### src/lswd_pkg.sv
// ----------------------------------------------------------------------------
// lswd_pkg: shared types and constants of the load signature window detector
// Command codes, register indexes, reset values, the per-slot window table
// and the control record that travels down the slot chain.
// ----------------------------------------------------------------------------
package lswd_pkg;

	localparam int NUM_SLOTS_DEF    = 7;
	localparam int SAMPLE_WIDTH_DEF = 32;

	localparam int CMD_W   = 2;
	localparam int SLOT_W  = 3;
	localparam int CFG_W   = 8;
	localparam int CFG_IDX_W = 2;
	localparam int CNT_W   = 16;
	localparam int MASK_W  = 7;
	localparam int INIT_ENTRIES = 7;

	localparam logic [CMD_W-1:0] CMD_DETECT = 2'd0;
	localparam logic [CMD_W-1:0] CMD_LEARN  = 2'd1;
	localparam logic [CMD_W-1:0] CMD_CLEAR  = 2'd2;

	localparam logic [CFG_IDX_W-1:0] REG_DEBOUNCE_LIMIT    = 2'd0;
	localparam logic [CFG_IDX_W-1:0] REG_LEARN_LENGTH      = 2'd1;
	localparam logic [CFG_IDX_W-1:0] REG_LEARN_WIDEN_BELOW = 2'd2;

	localparam logic [CFG_W-1:0] DEBOUNCE_LIMIT_RST    = 8'd3;
	localparam logic [CFG_W-1:0] LEARN_LENGTH_RST      = 8'd100;
	localparam logic [CFG_W-1:0] LEARN_WIDEN_BELOW_RST = 8'd50;

	// window reset values, Q8.24 amperes
	localparam logic [63:0] INIT_HIGH [INIT_ENTRIES] = '{
		64'd689566, 64'd2747921, 64'd2389700, 64'd1834076,
		64'd2151431, 64'd2926068, 64'd6111319
	};
	localparam logic [63:0] INIT_LOW [INIT_ENTRIES] = '{
		64'd687264, 64'd2717585, 64'd2375660, 64'd1802855,
		64'd2115037, 64'd2886112, 64'd6096663
	};

	function automatic logic [63:0] init_high_f(int k);
		logic [63:0] v;
		v = '0;
		if (k < INIT_ENTRIES) begin
			v = INIT_HIGH[k];
		end
		return v;
	endfunction

	function automatic logic [63:0] init_low_f(int k);
		logic [63:0] v;
		v = '0;
		if (k < INIT_ENTRIES) begin
			v = INIT_LOW[k];
		end
		return v;
	endfunction

	typedef struct packed {
		logic [CMD_W-1:0]  cmd;
		logic [SLOT_W-1:0] slot;
		logic              widen;
		logic              done;
		logic [CFG_W-1:0]  remaining;
		logic [MASK_W-1:0] mask;
	} lswd_ctl_t;

endpackage

### src/lswd_if.sv
// ----------------------------------------------------------------------------
// lswd channel interfaces
// Valid/ready channels for command beats in and status beats out.
// ----------------------------------------------------------------------------
interface lswd_in_if #(
	parameter int SAMPLE_WIDTH = lswd_pkg::SAMPLE_WIDTH_DEF
);
	logic                          valid;
	logic                          ready;
	logic [lswd_pkg::CMD_W-1:0]    command;
	logic [SAMPLE_WIDTH-1:0]       current_sample;
	logic [lswd_pkg::SLOT_W-1:0]   slot;

	modport source (output valid, command, current_sample, slot, input ready);
	modport sink   (input valid, command, current_sample, slot, output ready);
endinterface

interface lswd_out_if;
	logic                          valid;
	logic                          ready;
	logic [lswd_pkg::MASK_W-1:0]   on_mask;
	logic                          learn_done;
	logic [lswd_pkg::CFG_W-1:0]    learn_remaining;

	modport source (output valid, on_mask, learn_done, learn_remaining, input ready);
	modport sink   (input valid, on_mask, learn_done, learn_remaining, output ready);
endinterface

### src/lswd_ctrl.sv
// ----------------------------------------------------------------------------
// lswd_ctrl: configuration registers and shared learn countdown
// Tags each accepted beat with its countdown outcome before it enters the
// slot chain.
// ----------------------------------------------------------------------------
module lswd_ctrl (
	input  logic                             clk,
	input  logic                             arst_n,
	input  logic                             cfg_we,
	input  logic [lswd_pkg::CFG_IDX_W-1:0]   cfg_index,
	input  logic [lswd_pkg::CFG_W-1:0]       cfg_data,
	input  logic                             accept,
	input  logic [lswd_pkg::CMD_W-1:0]       command,
	input  logic [lswd_pkg::SLOT_W-1:0]      slot,
	output lswd_pkg::lswd_ctl_t              ctl,
	output logic [lswd_pkg::CFG_W-1:0]       debounce_limit
);
	import lswd_pkg::*;

	logic [CFG_W-1:0] limit_q;
	logic [CFG_W-1:0] length_q;
	logic [CFG_W-1:0] widen_below_q;
	logic [CFG_W-1:0] countdown_q;
	logic [CFG_W-1:0] countdown_dec;
	logic [CFG_W-1:0] countdown_nxt;
	logic             is_learn;

	assign debounce_limit = limit_q;
	assign is_learn       = (command == CMD_LEARN);
	assign countdown_dec  = countdown_q - 8'd1;

	always_comb begin
		countdown_nxt = countdown_q;
		if (is_learn) begin
			countdown_nxt = (countdown_q != '0) ? countdown_dec : length_q;
		end
		ctl.cmd       = command;
		ctl.slot      = slot;
		ctl.widen     = is_learn && (countdown_q != '0) && (countdown_dec < widen_below_q);
		ctl.done      = is_learn && (countdown_q == '0);
		ctl.remaining = countdown_nxt;
		ctl.mask      = '0;
	end

	always_ff @(posedge clk or negedge arst_n) begin
		if (!arst_n) begin
			limit_q       <= DEBOUNCE_LIMIT_RST;
			length_q      <= LEARN_LENGTH_RST;
			widen_below_q <= LEARN_WIDEN_BELOW_RST;
		end else if (cfg_we) begin
			case (cfg_index)
				REG_DEBOUNCE_LIMIT:    limit_q       <= cfg_data;
				REG_LEARN_LENGTH:      length_q      <= cfg_data;
				REG_LEARN_WIDEN_BELOW: widen_below_q <= cfg_data;
				default: ;
			endcase
		end
	end

	always_ff @(posedge clk or negedge arst_n) begin
		if (!arst_n) begin
			countdown_q <= LEARN_LENGTH_RST;
		end else if (accept) begin
			countdown_q <= countdown_nxt;
		end
	end

	// countdown moves only on an accepted learn beat
	a_cd_hold: assert property (@(posedge clk) disable iff (!arst_n)
		!(accept && is_learn) |=> $stable(countdown_q))
		else $error("countdown moved without a learn beat");

	// end of run reloads from the length register
	a_cd_reload: assert property (@(posedge clk) disable iff (!arst_n)
		(accept && is_learn && countdown_q == '0) |=> countdown_q == $past(length_q))
		else $error("countdown did not reload at end of run");

endmodule

### src/lswd_cell.sv
// ----------------------------------------------------------------------------
// lswd_cell: one appliance slot of the detector chain
// Holds the slot window, on flag and debounce counters, updates them as a
// beat passes and hands the beat to the next cell.
// ----------------------------------------------------------------------------
module lswd_cell #(
	parameter int IDX          = 0,
	parameter int SAMPLE_WIDTH = lswd_pkg::SAMPLE_WIDTH_DEF
) (
	input  logic                         clk,
	input  logic                         arst_n,
	input  logic                         advance,
	input  logic                         valid_in,
	input  lswd_pkg::lswd_ctl_t          ctl_in,
	input  logic [SAMPLE_WIDTH-1:0]      sample_in,
	input  logic [lswd_pkg::CFG_W-1:0]   debounce_limit,
	output logic                         valid_q,
	output lswd_pkg::lswd_ctl_t          ctl_q,
	output logic [SAMPLE_WIDTH-1:0]      sample_q
);
	import lswd_pkg::*;

	localparam logic [63:0] HIGH_FULL = init_high_f(IDX);
	localparam logic [63:0] LOW_FULL  = init_low_f(IDX);
	localparam logic [SAMPLE_WIDTH-1:0] HIGH_RST = HIGH_FULL[SAMPLE_WIDTH-1:0];
	localparam logic [SAMPLE_WIDTH-1:0] LOW_RST  = LOW_FULL[SAMPLE_WIDTH-1:0];
	localparam logic [MASK_W-1:0] MASK_BIT = (IDX < MASK_W) ? MASK_W'(1 << IDX) : '0;
	localparam logic [5:0] SLOT_ID = 6'(IDX + 1);

	logic [SAMPLE_WIDTH-1:0] high_q, low_q, high_nxt, low_nxt;
	logic [CNT_W-1:0]        on_cnt_q, off_cnt_q, on_cnt_nxt, off_cnt_nxt;
	logic                    on_q, on_nxt;
	logic [CNT_W-1:0]        limit_ext;
	logic                    step;
	logic                    hit;
	logic                    in_window;
	logic                    out_window;
	lswd_ctl_t               ctl_nxt;

	assign step       = advance && valid_in;
	assign limit_ext  = CNT_W'(debounce_limit);
	assign hit        = (6'(ctl_in.slot) == SLOT_ID);
	assign in_window  = (sample_in < high_q) && (sample_in > low_q);
	assign out_window = (sample_in > high_q) || (sample_in < low_q);

	always_comb begin
		high_nxt    = high_q;
		low_nxt     = low_q;
		on_cnt_nxt  = on_cnt_q;
		off_cnt_nxt = off_cnt_q;
		on_nxt      = on_q;
		case (ctl_in.cmd)
			CMD_DETECT: begin
				if (!on_q) begin
					if (in_window) begin
						on_cnt_nxt = on_cnt_q + 16'd1;
						if (on_cnt_nxt == limit_ext) begin
							on_nxt = 1'b1;
						end
					end else if (on_cnt_q != '0) begin
						on_cnt_nxt = on_cnt_q - 16'd1;
					end
				end
				if (on_nxt) begin
					if (out_window) begin
						off_cnt_nxt = off_cnt_q + 16'd1;
						if (off_cnt_nxt == limit_ext) begin
							on_nxt = 1'b0;
						end
					end else if (off_cnt_q != '0) begin
						off_cnt_nxt = off_cnt_q - 16'd1;
					end
				end
			end
			CMD_LEARN: begin
				if (hit) begin
					if (high_q == '0 || low_q == '0) begin
						high_nxt = sample_in;
						low_nxt  = sample_in;
					end
					if (ctl_in.widen) begin
						if (high_nxt < sample_in) begin
							high_nxt = sample_in;
						end
						if (low_nxt > sample_in) begin
							low_nxt = sample_in;
						end
					end
				end
			end
			CMD_CLEAR: begin
				high_nxt    = '0;
				low_nxt     = '0;
				on_cnt_nxt  = '0;
				off_cnt_nxt = '0;
				on_nxt      = 1'b0;
			end
			default: ;
		endcase
	end

	// add this slot's on bit to the mask the beat carries
	always_comb begin
		ctl_nxt      = ctl_in;
		ctl_nxt.mask = ctl_in.mask | (on_nxt ? MASK_BIT : '0);
	end

	always_ff @(posedge clk or negedge arst_n) begin
		if (!arst_n) begin
			high_q    <= HIGH_RST;
			low_q     <= LOW_RST;
			on_cnt_q  <= '0;
			off_cnt_q <= '0;
			on_q      <= 1'b0;
		end else if (step) begin
			high_q    <= high_nxt;
			low_q     <= low_nxt;
			on_cnt_q  <= on_cnt_nxt;
			off_cnt_q <= off_cnt_nxt;
			on_q      <= on_nxt;
		end
	end

	always_ff @(posedge clk or negedge arst_n) begin
		if (!arst_n) begin
			valid_q <= 1'b0;
		end else if (advance) begin
			valid_q <= valid_in;
		end
	end

	always_ff @(posedge clk) begin
		if (step) begin
			ctl_q    <= ctl_nxt;
			sample_q <= sample_in;
		end
	end

	a_on_hold: assert property (@(posedge clk) disable iff (!arst_n)
		!step |=> $stable(on_q) && $stable(on_cnt_q) && $stable(off_cnt_q))
		else $error("slot state moved without a passing beat");

	a_clear: assert property (@(posedge clk) disable iff (!arst_n)
		(step && ctl_in.cmd == CMD_CLEAR) |=>
			!on_q && on_cnt_q == '0 && off_cnt_q == '0 && high_q == '0 && low_q == '0)
		else $error("clear beat left slot state");

endmodule

### src/load_signature_window_detector_core.sv
// ----------------------------------------------------------------------------
// load_signature_window_detector_core: appliance on/off detector
// A chain of slot cells matches each RMS current beat against per-slot
// windows with debounce, learns windows and clears slot state.
// ----------------------------------------------------------------------------
//
//  channel   | dir | handshake        | payload
//  ----------+-----+------------------+---------------------------------------
//  in_ch     | in  | valid / ready    | command, current_sample, slot
//  out_ch    | out | valid / ready    | on_mask, learn_done, learn_remaining
//  cfg       | in  | cfg_we (no wait) | cfg_index, cfg_data
//
//  One beat enters per cycle while out_ch is not stalled; each beat passes
//  through the slot cells in order, one register per slot, and leaves from
//  the last cell register.
//  arst_n clears all control state, loads the window table and register
//  defaults; there is no clearing pass.
//  A stalled out_ch holds the whole chain; in_ch.ready drops with it.
//
module load_signature_window_detector_core #(
	parameter int NUM_SLOTS    = lswd_pkg::NUM_SLOTS_DEF,
	parameter int SAMPLE_WIDTH = lswd_pkg::SAMPLE_WIDTH_DEF
) (
	input  logic                             clk,
	input  logic                             arst_n,
	lswd_in_if.sink                          in_ch,
	lswd_out_if.source                       out_ch,
	input  logic                             cfg_we,
	input  logic [lswd_pkg::CFG_IDX_W-1:0]   cfg_index,
	input  logic [lswd_pkg::CFG_W-1:0]       cfg_data
);
	import lswd_pkg::*;

	// chain taps: index 0 is the head, index k+1 leaves cell k
	logic                    valid_w  [NUM_SLOTS+1];
	lswd_ctl_t               ctl_w    [NUM_SLOTS+1];
	logic [SAMPLE_WIDTH-1:0] sample_w [NUM_SLOTS+1];
	logic [CFG_W-1:0]        debounce_limit;
	logic                    advance;
	logic                    accept;

	// advance the whole chain unless the output beat is stuck
	assign advance     = !valid_w[NUM_SLOTS] || out_ch.ready;
	assign in_ch.ready = advance;
	assign accept      = in_ch.valid && advance;

	// tag the incoming beat with its countdown outcome
	lswd_ctrl u_ctrl (
		.clk            (clk),
		.arst_n         (arst_n),
		.cfg_we         (cfg_we),
		.cfg_index      (cfg_index),
		.cfg_data       (cfg_data),
		.accept         (accept),
		.command        (in_ch.command),
		.slot           (in_ch.slot),
		.ctl            (ctl_w[0]),
		.debounce_limit (debounce_limit)
	);

	assign valid_w[0]  = in_ch.valid;
	assign sample_w[0] = in_ch.current_sample;

	// one cell per slot, each passing the beat on to the next
	for (genvar k = 0; k < NUM_SLOTS; k++) begin : g_cell
		lswd_cell #(
			.IDX          (k),
			.SAMPLE_WIDTH (SAMPLE_WIDTH)
		) u_cell (
			.clk            (clk),
			.arst_n         (arst_n),
			.advance        (advance),
			.valid_in       (valid_w[k]),
			.ctl_in         (ctl_w[k]),
			.sample_in      (sample_w[k]),
			.debounce_limit (debounce_limit),
			.valid_q        (valid_w[k+1]),
			.ctl_q          (ctl_w[k+1]),
			.sample_q       (sample_w[k+1])
		);
	end

	// last cell register is the output stage
	assign out_ch.valid           = valid_w[NUM_SLOTS];
	assign out_ch.on_mask         = ctl_w[NUM_SLOTS].mask;
	assign out_ch.learn_done      = ctl_w[NUM_SLOTS].done;
	assign out_ch.learn_remaining = ctl_w[NUM_SLOTS].remaining;

	// a done beat always comes from a learn beat
	a_done_is_learn: assert property (@(posedge clk) disable iff (!arst_n)
		out_ch.valid && out_ch.learn_done |-> ctl_w[NUM_SLOTS].cmd == CMD_LEARN)
		else $error("learn_done on a non-learn beat");

	// with no input beat, the first cell empties on the next advance
	a_head_empty: assert property (@(posedge clk) disable iff (!arst_n)
		advance && !in_ch.valid |=> !valid_w[1])
		else $error("beat invented at chain head");

endmodule

### src/flat_wrapper.sv
// flat-port wrapper written by rule: the top's interface ports become plain ports
module load_signature_window_detector_core_flat import lswd_pkg::*;
#(
	parameter int NUM_SLOTS    = lswd_pkg::NUM_SLOTS_DEF,
	parameter int SAMPLE_WIDTH = lswd_pkg::SAMPLE_WIDTH_DEF
)
  (clk, arst_n, cfg_we, cfg_index, cfg_data, in_ch_valid, in_ch_command, in_ch_current_sample, in_ch_slot, in_ch_ready, out_ch_valid, out_ch_on_mask, out_ch_learn_done, out_ch_learn_remaining, out_ch_ready);
  lswd_in_if #(.SAMPLE_WIDTH(SAMPLE_WIDTH)) in_ch_i ();
  lswd_out_if out_ch_i ();
  input  logic clk;
  input  logic arst_n;
  input  logic cfg_we;
  input  logic [lswd_pkg::CFG_IDX_W-1:0] cfg_index;
  input  logic [lswd_pkg::CFG_W-1:0] cfg_data;
  input wire logic [$bits(in_ch_i.valid)-1:0] in_ch_valid;
  input wire logic [$bits(in_ch_i.command)-1:0] in_ch_command;
  input wire logic [$bits(in_ch_i.current_sample)-1:0] in_ch_current_sample;
  input wire logic [$bits(in_ch_i.slot)-1:0] in_ch_slot;
  output wire logic [$bits(in_ch_i.ready)-1:0] in_ch_ready;
  output wire logic [$bits(out_ch_i.valid)-1:0] out_ch_valid;
  output wire logic [$bits(out_ch_i.on_mask)-1:0] out_ch_on_mask;
  output wire logic [$bits(out_ch_i.learn_done)-1:0] out_ch_learn_done;
  output wire logic [$bits(out_ch_i.learn_remaining)-1:0] out_ch_learn_remaining;
  input wire logic [$bits(out_ch_i.ready)-1:0] out_ch_ready;
  assign in_ch_i.valid = in_ch_valid;
  assign in_ch_i.command = in_ch_command;
  assign in_ch_i.current_sample = in_ch_current_sample;
  assign in_ch_i.slot = in_ch_slot;
  assign in_ch_ready = in_ch_i.ready;
  assign out_ch_valid = out_ch_i.valid;
  assign out_ch_on_mask = out_ch_i.on_mask;
  assign out_ch_learn_done = out_ch_i.learn_done;
  assign out_ch_learn_remaining = out_ch_i.learn_remaining;
  assign out_ch_i.ready = out_ch_ready;
  load_signature_window_detector_core #(.NUM_SLOTS(NUM_SLOTS), .SAMPLE_WIDTH(SAMPLE_WIDTH)) u_core (.clk(clk), .arst_n(arst_n), .in_ch(in_ch_i), .out_ch(out_ch_i), .cfg_we(cfg_we), .cfg_index(cfg_index), .cfg_data(cfg_data));
endmodule
### config.mk
export PLATFORM = sky130hd
export DESIGN_NAME = load_signature_window_detector_core_flat
export DESIGN_NICKNAME = d
export VERILOG_FILES = /design/src/lswd_pkg.sv /design/src/lswd_if.sv /design/src/lswd_ctrl.sv /design/src/lswd_cell.sv /design/src/load_signature_window_detector_core.sv /design/src/flat_wrapper.sv
export SDC_FILE = /design/constraint.sdc
export NUM_CORES = 2
export LEC_CHECK = 0
export BUFFER_PORTS_ARGS = -buffer_cell sky130_fd_sc_hd__buf_4
export CAP_MARGIN = 40
export CORE_ASPECT_RATIO = 0.9
export CORE_UTILIZATION = 58
export CTS_CLUSTER_SIZE = 12
export DETAILED_ROUTE_END_ITERATION = 7
export PLACE_DENSITY = 0.74
export SYNTH_ARGS = -nofsm -noshare
export SYNTH_HDL_FRONTEND = slang
export SYNTH_HIERARCHICAL = 1
export SYNTH_SLANG_ARGS = --single-unit
export TNS_END_PERCENT = 1
### constraint.sdc
create_clock -name clk -period 5.9 [get_ports clk]
set_clock_uncertainty 0.1 [all_clocks]
set_input_delay 0.885 -clock clk [delete_from_list [all_inputs] [get_ports clk]]
set_output_delay 0.885 -clock clk [all_outputs]
set_load 0.01 [all_outputs]
==> impl_metrics.csv <==
group,metric,value,unit
status,status,"complete, no violations",
setup_path,path_cells,"nor4_1, nand4_1, o22ai_4, buf_4, nand2_1, o21ai_0, ha_1, a21oi_1, nor2b_1, o21ai_0, nand2b_1, a211oi_1, a211oi_1, o41ai_1, or3b_2, a22o_1",
floorplan,chipHeight,350,µm
place,port_buffers,69,
sta,min_period,5.17,ns
global_routing,grt_pass1_wl,354000,µm
global_routing,overflow,0,
setup_path,worst-endpoint-arrival,5.69,ns
route,route.vias.total,66800,
layout,multi_input_area,45000,µm²
setup_path,required,6.42,ns
flow_run,drv_cap,0,
layout,seq_area,28400,µm²
synthesis,synth_area,78200,µm²
setup_path,crit_path_top_delay_cell,"or3b_2",
global_routing,grt.total_usage,32.3,%
place,place_hpwl,166000,µm
setup_path,cpLargestDelayFamily,"simple AND/OR/NAND/NOR gates",
sta,slew_headroom,37.7,%
sta,max_freq,194,MHz
floorplan,ios,70,
setup_path,crit_path_end_kind,"flip-flop",
sta,final_max_slew_viol_count,0,
synthesis,syn_area_per_cell,9.22,µm²
route,finalWirelength,223000,µm
clock_network,cts_resized,0,
sta,worst_slew_pin_slew,0.934,ns
setup_path,cp-start-kind,"flip-flop",
hold_path,hold_path_class,"primary input to async pin",
layout,drive_gt1_share,8.67,%
layout,syn_to_final_growth,7.85,%
floorplan,die_area,136000,µm²
clock_network,clk_pin_slew,0.06,ns
floorplan,core,133000,µm²
clock_network,clkLatencyLatePin,0.75,ns
setup_path,cp_max_fo,32,
layout,final_net_count,9359,
clock_network,cts_buffers,115,
clock_network,cts_setup_buffers,0,
sta,rsz0062_at_grt,"no",
sta,fin_crit_sh,87.6,%
setup_path,crit_type,"flip-flop to flip-flop",
setup_path,crit_buf_inv,1,
global_routing,grt_pass1_vias,63700,
route,via_per_inst,6.54,
clock_network,cts_hold_buf,0,
floorplan,start_util,58.6,%
synthesis,synth_cells,8474,
synthesis,ys_warn_count,6,
clock_network,cts_max_path_buffers,3,
place,dp_cells,9991,
sta,final-hold-violation-count,0,
route,remaining_drc_errors,0,
global_routing,grt_max_degree,141,
layout,n_antenna_cell,0,
route,ant_nets,0,
route,post_drt_wl_per_cell,21.8,µm
sta,setup_viol,0,
layout,nFillCells,11000,
global_routing,antenna_found_initial,2,
clock_network,h-tree-depth,3,
route,drt_pass1_iterations,8,
sta,fin_setup_tns,0,ns
clock_network,cts_root_buf,"clkbuf_16",
place,gp_congestion,0.991,
clock_network,clock_sinks,1058,
route,drt_iter0_markers,6191,
clock_network,cts_tree,"built",
layout,final_cell_count_no_fill,10200,
setup_path,cpPeakStageDelay,0.82,ns
floorplan,die_w,389,µm
floorplan,num_rows,127,
==> path summary, 6_finish.rpt <==
kind                                                   start  depth (start not counted)  slack [ns]                                  to
setup / recovery           u_core/g_cell[1].u_cell/low_q[29]                         16        0.73   u_core/g_cell[1].u_cell/high_q[7]
hold reg to reg            u_core/g_cell[4].u_cell/ctl_q[13]                          0        0.32   u_core/g_cell[5].u_cell/ctl_q[13]
setup reg to reg           u_core/g_cell[1].u_cell/low_q[29]                         16        0.73   u_core/g_cell[1].u_cell/high_q[7]
min in group clk                               in_ch_slot[2]                          1        0.28   u_core/g_cell[0].u_cell/ctl_q[19]
max in group asynchronous                             arst_n                          2        4.24   u_core/g_cell[0].u_cell/low_q[15]
hold / removal                                        arst_n                          1        0.09  u_core/g_cell[4].u_cell/high_q[13]
==> sequential cells by signal, summed over array words and instances (netlist names) <==
signal,cells
u_core/g_cell.u_cell/high_q,224
u_core/g_cell.u_cell/low_q,224
u_core/g_cell.u_cell/sample_q,192
u_core/g_cell.u_cell/ctl_q,148
u_core/g_cell.u_cell/off_cnt_q,112
u_core/g_cell.u_cell/on_cnt_q,112
u_core/u_ctrl/countdown_q,8
u_core/u_ctrl/debounce_limit,8
u_core/u_ctrl/length_q,8
u_core/u_ctrl/widen_below_q,8
u_core/g_cell.u_cell/on_q,7
u_core/g_cell.u_cell/valid_q,7
==> final cells by class <==
type	instances	area share (%)
clock buffer	166	3.85
clock inverter	54	0.816
inverter	831	3.70
multi-input combinational	6168	53.4
sequential	1058	33.7
tap	1741	2.58
timing repair buffer	193	2.00
==> layout by cell type (no fill, tap or decap), types with 76 or more instances in the layout <==
cell         n
dfstp_2    162
nor3_1     169
a22o_1     355
inv_1      826
clkbuf_16  119
nand2_1    715
o21ai_0    753
a21oi_1    308
mux2i_1    187
nand4_1    251
a211oi_1    76
nor2_1     319
buf_4      173
xnor2_1    148
ha_1       940
edfxtp_1   340
and3_1      85
dfrtp_1    555
a21o_1     171
nand3_1    217
nor4_1     196
==> through the flow <==
step / util [%] / instance area (µm²) / hold WS [ns] / setup slack [ns]
after floorplan: - / 78200 / 0.300 / 1.43
after global placement: 60.1 / 80200 / 0.300 / 0.856
after detailed placement: 60.2 / 80400 / 0.305 / 0.863
after CTS: 63.1 / 84300 / 0.107 / 0.809
after global routing: 63.1 / 84300 / 0.133 / 0.380
final: 63.1 / 84300 / 0.0905 / 0.734
==> layer usage <==
layer / track usage [%] / wire [µm]
met1: 45.6 / 99500
met2: 51.9 / 102000
met3: 4.33 / 15700
met4: 9.30 / 5790
met5: 0 / 28
Power is not shown: default switching activity piles up to over one toggle a cycle in this logic, so the estimate is an artifact.
